### src/design/mau_pkg.sv
// Shared package for the modular arithmetic unit.
// Holds field widths, the reset modulus, operation codes and state types.
// No dependencies.
`timescale 1ns / 1ps

package mau_pkg;

    localparam int          VALUE_WIDTH_DEF = 31;
    localparam int          RAW_WIDTH       = 64;
    localparam int          EXP_WIDTH       = 63;
    localparam int          KIND_WIDTH      = 3;
    localparam int unsigned MODULUS_RESET   = 32'd1000000007;

    typedef enum logic [KIND_WIDTH-1:0] {
        KIND_REDUCE = 3'd0,
        KIND_ADD    = 3'd1,
        KIND_SUB    = 3'd2,
        KIND_NEG    = 3'd3,
        KIND_MUL    = 3'd4,
        KIND_DIV    = 3'd5,
        KIND_INV    = 3'd6,
        KIND_POW    = 3'd7
    } t_kind;

    typedef enum logic [3:0] {
        ST_IDLE,
        ST_RED_RAW,
        ST_RED_A,
        ST_RED_B,
        ST_DISPATCH,
        ST_MUL,
        ST_INV,
        ST_MUL_GO,
        ST_POW_STEP,
        ST_POW_WAIT
    } t_state;

    typedef enum logic [2:0] {
        INV_IDLE,
        INV_CHECK,
        INV_ALIGN,
        INV_SUB,
        INV_FIX
    } t_inv_state;

endpackage

### src/design/mau_reduce.sv
// Bit-serial reduction of an unsigned word modulo the modulus.
// Shifts one bit per cycle, MSB first, into a remainder kept below the modulus.
// Depends on mau_pkg for default widths.
`timescale 1ns / 1ps

module mau_reduce #(
    parameter int  W  = mau_pkg::VALUE_WIDTH_DEF,
    parameter int  RW = mau_pkg::RAW_WIDTH,
    localparam int CW = $clog2(RW + 1)
) (
    input  logic          i_clk,
    input  logic          i_rst_n,
    input  logic          i_start,
    input  logic [W-1:0]  i_modulus,
    input  logic [RW-1:0] i_word,
    input  logic [CW-1:0] i_count,
    output logic          o_done,
    output logic [W-1:0]  o_rem
);

    logic          r_busy;
    logic          r_done;
    logic [CW-1:0] r_cnt;
    logic [RW-1:0] r_word;
    logic [W-1:0]  r_rem;
    logic [W:0]    w_trial;
    logic [W:0]    w_diff;
    logic [W-1:0]  n_rem;

    // remainder stays below m, so one conditional subtract per bit suffices
    assign w_trial = {r_rem, r_word[RW-1]};
    assign w_diff  = w_trial - {1'b0, i_modulus};
    assign n_rem   = (w_trial >= {1'b0, i_modulus}) ? w_diff[W-1:0] : w_trial[W-1:0];

    always_ff @(posedge i_clk) begin
        if (!i_rst_n) begin
            r_busy <= 1'b0;
            r_done <= 1'b0;
        end else begin
            r_done <= 1'b0;
            if (i_start) begin
                r_busy <= 1'b1;
            end else if (r_busy && r_cnt == CW'(1)) begin
                r_busy <= 1'b0;
                r_done <= 1'b1;
            end
        end
    end

    always_ff @(posedge i_clk) begin
        if (i_start) begin
            r_word <= i_word;
            r_rem  <= '0;
            r_cnt  <= i_count;
        end else if (r_busy) begin
            r_rem  <= n_rem;
            r_word <= {r_word[RW-2:0], 1'b0};
            r_cnt  <= r_cnt - CW'(1);
        end
    end

    assign o_done = r_done;
    assign o_rem  = r_rem;

endmodule

### src/design/mau_mulmod.sv
// Bit-serial modular multiplier: double-and-add over the multiplier bits, MSB first.
// Both operands must be below the modulus.
// Depends on mau_pkg for the default width.
`timescale 1ns / 1ps

module mau_mulmod #(
    parameter int  W  = mau_pkg::VALUE_WIDTH_DEF,
    localparam int CW = $clog2(W + 1)
) (
    input  logic         i_clk,
    input  logic         i_rst_n,
    input  logic         i_start,
    input  logic [W-1:0] i_modulus,
    input  logic [W-1:0] i_x,
    input  logic [W-1:0] i_y,
    output logic         o_done,
    output logic [W-1:0] o_prod
);

    logic          r_busy;
    logic          r_done;
    logic [CW-1:0] r_cnt;
    logic [W-1:0]  r_x;
    logic [W-1:0]  r_y;
    logic [W-1:0]  r_acc;
    logic [W+1:0]  w_sum;
    logic [W+1:0]  w_m1;
    logic [W+1:0]  w_m2;
    logic [W+1:0]  w_red;

    // 2*acc + x stays below 3m: take off m or 2m
    assign w_sum = {1'b0, r_acc, 1'b0} + (r_y[W-1] ? {2'b00, r_x} : '0);
    assign w_m1  = {2'b00, i_modulus};
    assign w_m2  = {1'b0, i_modulus, 1'b0};

    always_comb begin
        if (w_sum >= w_m2) begin
            w_red = w_sum - w_m2;
        end else if (w_sum >= w_m1) begin
            w_red = w_sum - w_m1;
        end else begin
            w_red = w_sum;
        end
    end

    always_ff @(posedge i_clk) begin
        if (!i_rst_n) begin
            r_busy <= 1'b0;
            r_done <= 1'b0;
        end else begin
            r_done <= 1'b0;
            if (i_start) begin
                r_busy <= 1'b1;
            end else if (r_busy && r_cnt == CW'(1)) begin
                r_busy <= 1'b0;
                r_done <= 1'b1;
            end
        end
    end

    always_ff @(posedge i_clk) begin
        if (i_start) begin
            r_x   <= i_x;
            r_y   <= i_y;
            r_acc <= '0;
            r_cnt <= CW'(W);
        end else if (r_busy) begin
            r_acc <= w_red[W-1:0];
            r_y   <= {r_y[W-2:0], 1'b0};
            r_cnt <= r_cnt - CW'(1);
        end
    end

    assign o_done = r_done;
    assign o_prod = r_acc;

endmodule

### src/design/mau_inverse.sv
// Extended Euclidean inverse modulo the modulus.
// Each quotient is found by shift-align and shift-subtract, one bit per cycle,
// updating the Bezout coefficient alongside. Depends on mau_pkg.
`timescale 1ns / 1ps

module mau_inverse #(
    parameter int  W  = mau_pkg::VALUE_WIDTH_DEF,
    localparam int XW = W + 3,
    localparam int SW = $clog2(W)
) (
    input  logic         i_clk,
    input  logic         i_rst_n,
    input  logic         i_start,
    input  logic [W-1:0] i_modulus,
    input  logic [W-1:0] i_value,
    output logic         o_done,
    output logic [W-1:0] o_inv
);

    mau_pkg::t_inv_state r_state, n_state;

    logic                 r_done, n_done;
    logic [W-1:0]         r_a, n_a;
    logic [W-1:0]         r_b, n_b;
    logic [W-1:0]         r_d, n_d;
    logic [SW-1:0]        r_s, n_s;
    logic signed [XW-1:0] r_x, n_x;
    logic signed [XW-1:0] r_y, n_y;
    logic signed [XW-1:0] r_yd, n_yd;
    logic [W-1:0]         r_inv, n_inv;

    logic                 w_fits;
    logic                 w_sub_ok;
    logic [W-1:0]         w_bsub;
    logic signed [XW-1:0] w_xsub;
    logic signed [XW-1:0] w_fix;

    assign w_fits   = {r_d, 1'b0} <= {1'b0, r_b};
    assign w_sub_ok = r_d <= r_b;
    assign w_bsub   = w_sub_ok ? (r_b - r_d) : r_b;
    assign w_xsub   = w_sub_ok ? (r_x - r_yd) : r_x;
    assign w_fix    = r_x + $signed({3'b000, i_modulus});

    always_ff @(posedge i_clk) begin
        if (!i_rst_n) begin
            r_state <= mau_pkg::INV_IDLE;
            r_done  <= 1'b0;
        end else begin
            r_state <= n_state;
            r_done  <= n_done;
        end
    end

    always_ff @(posedge i_clk) begin
        r_a   <= n_a;
        r_b   <= n_b;
        r_d   <= n_d;
        r_s   <= n_s;
        r_x   <= n_x;
        r_y   <= n_y;
        r_yd  <= n_yd;
        r_inv <= n_inv;
    end

    always_comb begin
        n_state = r_state;
        n_done  = 1'b0;
        n_a     = r_a;
        n_b     = r_b;
        n_d     = r_d;
        n_s     = r_s;
        n_x     = r_x;
        n_y     = r_y;
        n_yd    = r_yd;
        n_inv   = r_inv;
        unique case (r_state)
            mau_pkg::INV_IDLE: begin
                if (i_start) begin
                    n_a     = i_value;
                    n_b     = i_modulus;
                    n_x     = '0;
                    n_y     = XW'(1);
                    n_state = mau_pkg::INV_CHECK;
                end
            end
            mau_pkg::INV_CHECK: begin
                if (r_a == '0) begin
                    n_state = mau_pkg::INV_FIX;
                end else begin
                    n_d     = r_a;
                    n_yd    = r_y;
                    n_s     = '0;
                    n_state = mau_pkg::INV_ALIGN;
                end
            end
            mau_pkg::INV_ALIGN: begin
                // scale divisor up to the top quotient bit
                if (w_fits) begin
                    n_d  = {r_d[W-2:0], 1'b0};
                    n_yd = {r_yd[XW-2:0], 1'b0};
                    n_s  = r_s + SW'(1);
                end else begin
                    n_state = mau_pkg::INV_SUB;
                end
            end
            mau_pkg::INV_SUB: begin
                if (r_s == '0) begin
                    // quotient done: swap pairs for the next step
                    n_a     = w_bsub;
                    n_b     = r_a;
                    n_x     = r_y;
                    n_y     = w_xsub;
                    n_state = mau_pkg::INV_CHECK;
                end else begin
                    n_b  = w_bsub;
                    n_x  = w_xsub;
                    n_d  = {1'b0, r_d[W-1:1]};
                    n_yd = r_yd >>> 1;
                    n_s  = r_s - SW'(1);
                end
            end
            mau_pkg::INV_FIX: begin
                n_inv   = r_x[XW-1] ? w_fix[W-1:0] : r_x[W-1:0];
                n_done  = 1'b1;
                n_state = mau_pkg::INV_IDLE;
            end
            default: begin
                n_state = mau_pkg::INV_IDLE;
            end
        endcase
    end

    assign o_done = r_done;
    assign o_inv  = r_inv;

endmodule

### src/design/modular_arithmetic_unit.sv
// Top level of the modular arithmetic unit: command sequencer and modulus register.
// Instantiates mau_reduce, two mau_mulmod units and mau_inverse; uses mau_pkg.
//
// Usage: drive the operation fields and raise start; the item is taken at an edge
// where start is high and busy is low. busy stays high until the result has been
// registered. The result appears on o_result for one cycle with o_valid high,
// and in that same cycle busy is already low, so the next command may follow.
// The receiver cannot stall; each result must be taken in its strobe cycle.
// The user must write the modulus via i_modulus_we / i_modulus_wdata while idle;
// the block itself does not enforce this. Per operation, from start to strobe:
//   modulus zero : result 0 strobed from idle, busy stays low
//   reduce       : the 64-bit bit-serial reducer, then the sign correction
//   add/sub/neg  : serial reduction of both operands, as for all rows below
//   mul          : then the serial multiplier
//   inv/div      : then shift-subtract Euclid steps; div multiplies by the inverse
//   pow          : then a multiply and a square per exponent bit to the top set bit
// One command is in flight at a time. Reset loads the modulus with 1000000007
// and returns the sequencer to idle with no strobe pending.
`timescale 1ns / 1ps

module modular_arithmetic_unit #(
    parameter int VALUE_WIDTH = mau_pkg::VALUE_WIDTH_DEF
) (
    input  logic                                i_clk,
    input  logic                                i_rst_n,
    input  logic                                start,
    output logic                                busy,
    input  logic [mau_pkg::KIND_WIDTH-1:0]      i_kind,
    input  logic [VALUE_WIDTH-1:0]              i_operand_a,
    input  logic [VALUE_WIDTH-1:0]              i_operand_b,
    input  logic signed [mau_pkg::RAW_WIDTH-1:0] i_raw_value,
    input  logic [mau_pkg::EXP_WIDTH-1:0]       i_exponent,
    input  logic                                i_modulus_we,
    input  logic [VALUE_WIDTH-1:0]              i_modulus_wdata,
    output logic                                o_valid,
    output logic [VALUE_WIDTH-1:0]              o_result
);

    localparam int W      = VALUE_WIDTH;
    localparam int RW     = mau_pkg::RAW_WIDTH;
    localparam int EW     = mau_pkg::EXP_WIDTH;
    localparam int RED_CW = $clog2(RW + 1);

    mau_pkg::t_state r_state, n_state;
    mau_pkg::t_kind  r_kind, n_kind;

    logic [W-1:0]  r_modulus;
    logic          r_out_valid, n_out_valid;
    logic [W-1:0]  r_result, n_result;
    logic [W-1:0]  r_a, n_a;
    logic [W-1:0]  r_b, n_b;
    logic          r_neg, n_neg;
    logic [EW-1:0] r_e, n_e;

    logic [RW-1:0]     w_mag;
    logic              w_red_start;
    logic [RW-1:0]     w_red_word;
    logic [RED_CW-1:0] w_red_count;
    logic              w_red_done;
    logic [W-1:0]      w_red_rem;
    logic              w_mul_start;
    logic              w_mul_done;
    logic [W-1:0]      w_mul_prod;
    logic              w_sq_start;
    logic              w_sq_done;
    logic [W-1:0]      w_sq_prod;
    logic              w_inv_start;
    logic [W-1:0]      w_inv_value;
    logic              w_inv_done;
    logic [W-1:0]      w_inv_out;
    logic [W:0]        w_add_sum;
    logic [W:0]        w_add_diff;
    logic [W-1:0]      w_add;
    logic [W-1:0]      w_sub;
    logic [W-1:0]      w_neg;

    assign w_mag = i_raw_value[RW-1] ? (~$unsigned(i_raw_value) + RW'(1))
                                     : $unsigned(i_raw_value);

    assign w_add_sum  = {1'b0, r_a} + {1'b0, r_b};
    assign w_add_diff = w_add_sum - {1'b0, r_modulus};
    assign w_add = (w_add_sum >= {1'b0, r_modulus}) ? w_add_diff[W-1:0] : w_add_sum[W-1:0];
    // wraps in W bits; the true value is below m
    assign w_sub = (r_a >= r_b) ? (r_a - r_b) : (r_a - r_b + r_modulus);
    assign w_neg = (r_a == '0) ? '0 : (r_modulus - r_a);

    assign w_inv_value = (r_kind == mau_pkg::KIND_DIV) ? r_b : r_a;

    mau_reduce #(
        .W  (W),
        .RW (RW)
    ) u_reduce (
        .i_clk     (i_clk),
        .i_rst_n   (i_rst_n),
        .i_start   (w_red_start),
        .i_modulus (r_modulus),
        .i_word    (w_red_word),
        .i_count   (w_red_count),
        .o_done    (w_red_done),
        .o_rem     (w_red_rem)
    );

    // r_a carries the base and r_b the accumulator during pow
    mau_mulmod #(
        .W (W)
    ) u_mul (
        .i_clk     (i_clk),
        .i_rst_n   (i_rst_n),
        .i_start   (w_mul_start),
        .i_modulus (r_modulus),
        .i_x       (r_a),
        .i_y       (r_b),
        .o_done    (w_mul_done),
        .o_prod    (w_mul_prod)
    );

    mau_mulmod #(
        .W (W)
    ) u_square (
        .i_clk     (i_clk),
        .i_rst_n   (i_rst_n),
        .i_start   (w_sq_start),
        .i_modulus (r_modulus),
        .i_x       (r_a),
        .i_y       (r_a),
        .o_done    (w_sq_done),
        .o_prod    (w_sq_prod)
    );

    mau_inverse #(
        .W (W)
    ) u_inverse (
        .i_clk     (i_clk),
        .i_rst_n   (i_rst_n),
        .i_start   (w_inv_start),
        .i_modulus (r_modulus),
        .i_value   (w_inv_value),
        .o_done    (w_inv_done),
        .o_inv     (w_inv_out)
    );

    always_ff @(posedge i_clk) begin
        if (!i_rst_n) begin
            r_state     <= mau_pkg::ST_IDLE;
            r_modulus   <= W'(mau_pkg::MODULUS_RESET);
            r_out_valid <= 1'b0;
        end else begin
            r_state     <= n_state;
            r_out_valid <= n_out_valid;
            if (i_modulus_we) begin
                r_modulus <= i_modulus_wdata;
            end
        end
    end

    always_ff @(posedge i_clk) begin
        r_result <= n_result;
        r_kind   <= n_kind;
        r_a      <= n_a;
        r_b      <= n_b;
        r_neg    <= n_neg;
        r_e      <= n_e;
    end

    always_comb begin
        n_state     = r_state;
        n_out_valid = 1'b0;
        n_result    = r_result;
        n_kind      = r_kind;
        n_a         = r_a;
        n_b         = r_b;
        n_neg       = r_neg;
        n_e         = r_e;
        w_red_start = 1'b0;
        w_red_word  = w_mag;
        w_red_count = RED_CW'(RW);
        w_mul_start = 1'b0;
        w_sq_start  = 1'b0;
        w_inv_start = 1'b0;
        unique case (r_state)
            mau_pkg::ST_IDLE: begin
                if (start) begin
                    n_kind = mau_pkg::t_kind'(i_kind);
                    n_b    = i_operand_b;
                    n_neg  = i_raw_value[RW-1];
                    n_e    = i_exponent;
                    if (r_modulus == '0) begin
                        n_out_valid = 1'b1;
                        n_result    = '0;
                    end else if (mau_pkg::t_kind'(i_kind) == mau_pkg::KIND_REDUCE) begin
                        w_red_start = 1'b1;
                        n_state     = mau_pkg::ST_RED_RAW;
                    end else begin
                        w_red_start = 1'b1;
                        w_red_word  = {i_operand_a, {(RW - W){1'b0}}};
                        w_red_count = RED_CW'(W);
                        n_state     = mau_pkg::ST_RED_A;
                    end
                end
            end
            mau_pkg::ST_RED_RAW: begin
                if (w_red_done) begin
                    n_out_valid = 1'b1;
                    n_result    = (r_neg && w_red_rem != '0) ? (r_modulus - w_red_rem)
                                                             : w_red_rem;
                    n_state     = mau_pkg::ST_IDLE;
                end
            end
            mau_pkg::ST_RED_A: begin
                if (w_red_done) begin
                    n_a         = w_red_rem;
                    w_red_start = 1'b1;
                    w_red_word  = {r_b, {(RW - W){1'b0}}};
                    w_red_count = RED_CW'(W);
                    n_state     = mau_pkg::ST_RED_B;
                end
            end
            mau_pkg::ST_RED_B: begin
                if (w_red_done) begin
                    n_b     = w_red_rem;
                    n_state = mau_pkg::ST_DISPATCH;
                end
            end
            mau_pkg::ST_DISPATCH: begin
                unique case (r_kind)
                    mau_pkg::KIND_REDUCE: begin
                        // reduce finishes in its own state
                        n_state = mau_pkg::ST_IDLE;
                    end
                    mau_pkg::KIND_ADD: begin
                        n_out_valid = 1'b1;
                        n_result    = w_add;
                        n_state     = mau_pkg::ST_IDLE;
                    end
                    mau_pkg::KIND_SUB: begin
                        n_out_valid = 1'b1;
                        n_result    = w_sub;
                        n_state     = mau_pkg::ST_IDLE;
                    end
                    mau_pkg::KIND_NEG: begin
                        n_out_valid = 1'b1;
                        n_result    = w_neg;
                        n_state     = mau_pkg::ST_IDLE;
                    end
                    mau_pkg::KIND_MUL: begin
                        w_mul_start = 1'b1;
                        n_state     = mau_pkg::ST_MUL;
                    end
                    mau_pkg::KIND_DIV, mau_pkg::KIND_INV: begin
                        w_inv_start = 1'b1;
                        n_state     = mau_pkg::ST_INV;
                    end
                    mau_pkg::KIND_POW: begin
                        // accumulator starts at 1 mod m
                        n_b     = (r_modulus == W'(1)) ? '0 : W'(1);
                        n_state = mau_pkg::ST_POW_STEP;
                    end
                    default: begin
                        n_state = mau_pkg::ST_IDLE;
                    end
                endcase
            end
            mau_pkg::ST_MUL: begin
                if (w_mul_done) begin
                    n_out_valid = 1'b1;
                    n_result    = w_mul_prod;
                    n_state     = mau_pkg::ST_IDLE;
                end
            end
            mau_pkg::ST_INV: begin
                if (w_inv_done) begin
                    if (r_kind == mau_pkg::KIND_DIV) begin
                        n_b     = w_inv_out;
                        n_state = mau_pkg::ST_MUL_GO;
                    end else begin
                        n_out_valid = 1'b1;
                        n_result    = w_inv_out;
                        n_state     = mau_pkg::ST_IDLE;
                    end
                end
            end
            mau_pkg::ST_MUL_GO: begin
                w_mul_start = 1'b1;
                n_state     = mau_pkg::ST_MUL;
            end
            mau_pkg::ST_POW_STEP: begin
                if (r_e == '0) begin
                    n_out_valid = 1'b1;
                    n_result    = r_b;
                    n_state     = mau_pkg::ST_IDLE;
                end else begin
                    w_mul_start = 1'b1;
                    w_sq_start  = 1'b1;
                    n_state     = mau_pkg::ST_POW_WAIT;
                end
            end
            mau_pkg::ST_POW_WAIT: begin
                // both units run the same count and finish together
                if (w_mul_done && w_sq_done) begin
                    if (r_e[0]) begin
                        n_b = w_mul_prod;
                    end
                    n_a     = w_sq_prod;
                    n_e     = {1'b0, r_e[EW-1:1]};
                    n_state = mau_pkg::ST_POW_STEP;
                end
            end
            default: begin
                n_state = mau_pkg::ST_IDLE;
            end
        endcase
    end

    assign busy     = (r_state != mau_pkg::ST_IDLE);
    assign o_valid  = r_out_valid;
    assign o_result = r_result;

endmodule

### config.mk
export PLATFORM = sky130hd
export DESIGN_NAME = modular_arithmetic_unit
export DESIGN_NICKNAME = d
export VERILOG_FILES = /design/src/design/mau_pkg.sv /design/src/design/mau_reduce.sv /design/src/design/mau_mulmod.sv /design/src/design/mau_inverse.sv /design/src/design/modular_arithmetic_unit.sv
export SDC_FILE = /design/constraint.sdc
export NUM_CORES = 2
export LEC_CHECK = 0
export ABC_AREA = 1
export BUFFER_PORTS_ARGS = -buffer_cell sky130_fd_sc_hd__buf_4
export CAP_MARGIN = 10
export CORE_MARGIN = 4
export CORE_UTILIZATION = 45
export DETAILED_ROUTE_END_ITERATION = 6
export MAX_ROUTING_LAYER = met4
export SLEW_MARGIN = 5
export SYNTH_ARGS = -nofsm -noshare
export SYNTH_HDL_FRONTEND = slang
export SYNTH_SLANG_ARGS = --single-unit
### constraint.sdc
create_clock -name i_clk -period 10 [get_ports i_clk]
set_input_delay 2 -clock i_clk [delete_from_list [all_inputs] [get_ports i_clk]]
set_output_delay 2 -clock i_clk [all_outputs]
set_load 0.005 [all_outputs]
==> results.toml <==
[sta]
setup_viol = 0
period_needed_ps = 6100
max_slew.worst_pin.slew_ps = 1440
clock-skew-final_ps = 93.2
tns_ps = 0
drv_slew = 0
fmaxAchievable_ghz = 0.164
hold_violations = 0
fin_crit_sh = 0.610
rsz0062_at_grt = "false"
finalWorstSetupSlack_ps = 3900
slew_headroom = 0.0294

[floorplan]
die_x_um = 398
die_h_um = 398
row_count = 142
die-area_mm2 = 0.158
start_util = 0.455
core_mm2 = 0.150
pin_count = 260

[yosys]
synthCells = 9752
synth_edf_count = 586
synth_top_area_frac = 0.257
synth_seq_area_share = 0.301
syn_area_mm2 = 0.0683
synth_largest_area_cell = "edfxtp_1"
synthArstFlopShare = 0
ys.flop_type = "edfxtp_1"
synth_nets = 10500
ys_warn_count = 0
synth_area_leaders = "edfxtp_1, nand2_1, ha_1"
ys_types = 82
postSynthAreaPerCell_um2 = 7.01
synth_seq_cells = 735

[cells_and_area]
area_delta_synth_final_pct = 10.9
stdcell_count = 12100
layout_common_cells = "nand2_1, inv_1, a21oi_1, nor2_1, o21ai_0"
fin_util = 0.504
final_common_cell = "nand2_1"
layout.nets = 10800
drive_above_1_share = 0.0874

[route]
wl_met1_mm = 134
vias_per_cell = 6.08
wl_per_cell_um = 28.3
topRoutingLayerUsed = "met4"
routed_wl_mm = 344
drc = 32
dr.first_iter.drc_count = 10000
dr.pass1.iters = 7
antenna_left = 0
wl_met3_mm = 43.3
wl_met2_mm = 141
vias = 73800

[worst_setup_path]
cp_max_fo = 7
startpoint_type = "flip-flop"
crit_slowest_cell = "edfxtp_1"
cp-end-kind = "flip-flop"
rr_worst_depth = 21
slowest_delay_ps = 1090
criticalPathCategory = "reg2reg"
crit_arrival_ps = 6690
path_cells = "ha_1, a21oi_1, o21ai_0, a21oi_1, nand2_2, a21oi_1, or2_2, nand2_1, ha_1, nand2_1, nor2_1, nand2_1, nor4_1, nand2_1, nand3_1, nor2_1, o21ai_0, nand3_1, a21oi_1, nand2_1, nand2_1"
crit_top_cell = "nand2_1"
cp.required_ps = 10590

[flow_run]
cap_violations = 0

[grt]
grt_util_all_layers = 0.431
grt_max_degree = 82
grt_antenna_before_repair = 51
grt_overflow = 0
grt_pass1_vias = 68700
grt_pass1_wl_mm = 482

[placement]
placedCellCount = 11900
portBuffers = 259
gp_congestion = 1.15
place_ws_ps = 4130
place_hpwl_mm = 267

[clocking]
hold_buffers = 0
clkSinkCount = 735
cts-root-buf = "clkbuf_16"
cts_max_level = 3
cts_buffers = 90
clockBufferDepth = 3
cts_tree = "yes"
clock_latency_ps = 760
cts_resized = 0
cts_setup_buffers = 0
clkTransAtPathRegs_ps = 60

[power_and_ir_drop]
power_uw = 24900
power.leakage_uw = 0.0342
power-per-cell-area_mw_per_mm2 = 328
ir_worst_vdd_uv = 163

[hold_path]
hold_depth = 0
hp-class = "reg2reg"

[outcome]
status = "complete, but fails checks"
violations = "design-rule violations"
==> final timing paths <==
kind,startpoint,slack [ps],to
setup / recovery,r_a[14]$_DFFE_PP_,3900,o_result[23]$_DFFE_PP_
hold / removal,r_a[2]$_DFFE_PP_,460,u_square.r_x[2]$_DFFE_PP_
setup reg to reg,r_a[14]$_DFFE_PP_,3900,o_result[23]$_DFFE_PP_
hold reg to reg,r_a[2]$_DFFE_PP_,460,u_square.r_x[2]$_DFFE_PP_
==> state kept, by name, indices dropped and copies added, names as in the netlist, 34 cells and up <==
| register | count |
|---|---|
| r_e | 63 |
| u_inverse.r_x | 34 |
| u_inverse.r_y | 34 |
| u_inverse.r_yd | 34 |
| u_reduce.r_word | 64 |
==> worst max-delay path: cells and delay by family (launching register included) <==
family,cells,cell delay (ps)
adder cells (fa/ha/maj),2,800
flip-flops,1,1090
AO/OA/AOI/OAI,6,2260
AND/OR/NAND/NOR,13,1790
==> cell usage after synthesis, types with 134 or more instances <==
cell         n
edfxtp_1   586
dfxtp_1    149
nor2_1     778
o21ai_1    134
nand3_1    513
a21oi_1    825
ha_1       535
xor2_1     245
o21ai_0    682
nand2_1   2556
inv_1     1180
clkbuf_1   145
==> cells by family (layout without fill, tap and decap cells) <==
logic type	Yosys count	after routing	share of synthesized area
compound gates	2217	2217	0.186
xor+xnor	360	360	0.0461
fa+ha+maj	552	552	0.103
buf+inv	1496	1801	0.0892
flops	735	735	0.301
other cells	0	65	0
simple gates	4392	4392	0.274
==> power by group <==
part | switching, uW | internal [uW]
logic | 11600 | 5060
clock network | 1540 | 2000
registers | 570 | 4110
==> area by class of cell <==
type,instances,area (um^2)
Clock inverter,57,733
Inverter,1232,4640
Timing Repair Buffer,399,3000
Clock buffer,113,2410
Tap cell,2016,2520
Sequential cell,735,20600
Antenna cell,65,163
Multi-Input combinational cell,7521,41700
Fill cell,15400,74500
==> stage by stage <==
| step | hold slack (ps) | instance area, um^2 |
|---|---|---|
| after floorplan | 447 | 68300 |
| after global placement | 434 | 72500 |
| after detailed placement | 439 | 72500 |
| after CTS | 453 | 75600 |
| after global routing | 466 | 75700 |
| final | 458 | 75800 |
==> metal layers <==
layer  GRT usage  up-vias
met2       0.610     4613
li1            -    33500
met5           -        -
met3       0.138      989
met4       0.252        0
met1       0.538    34700
Power figures use the tool's default switching activity.
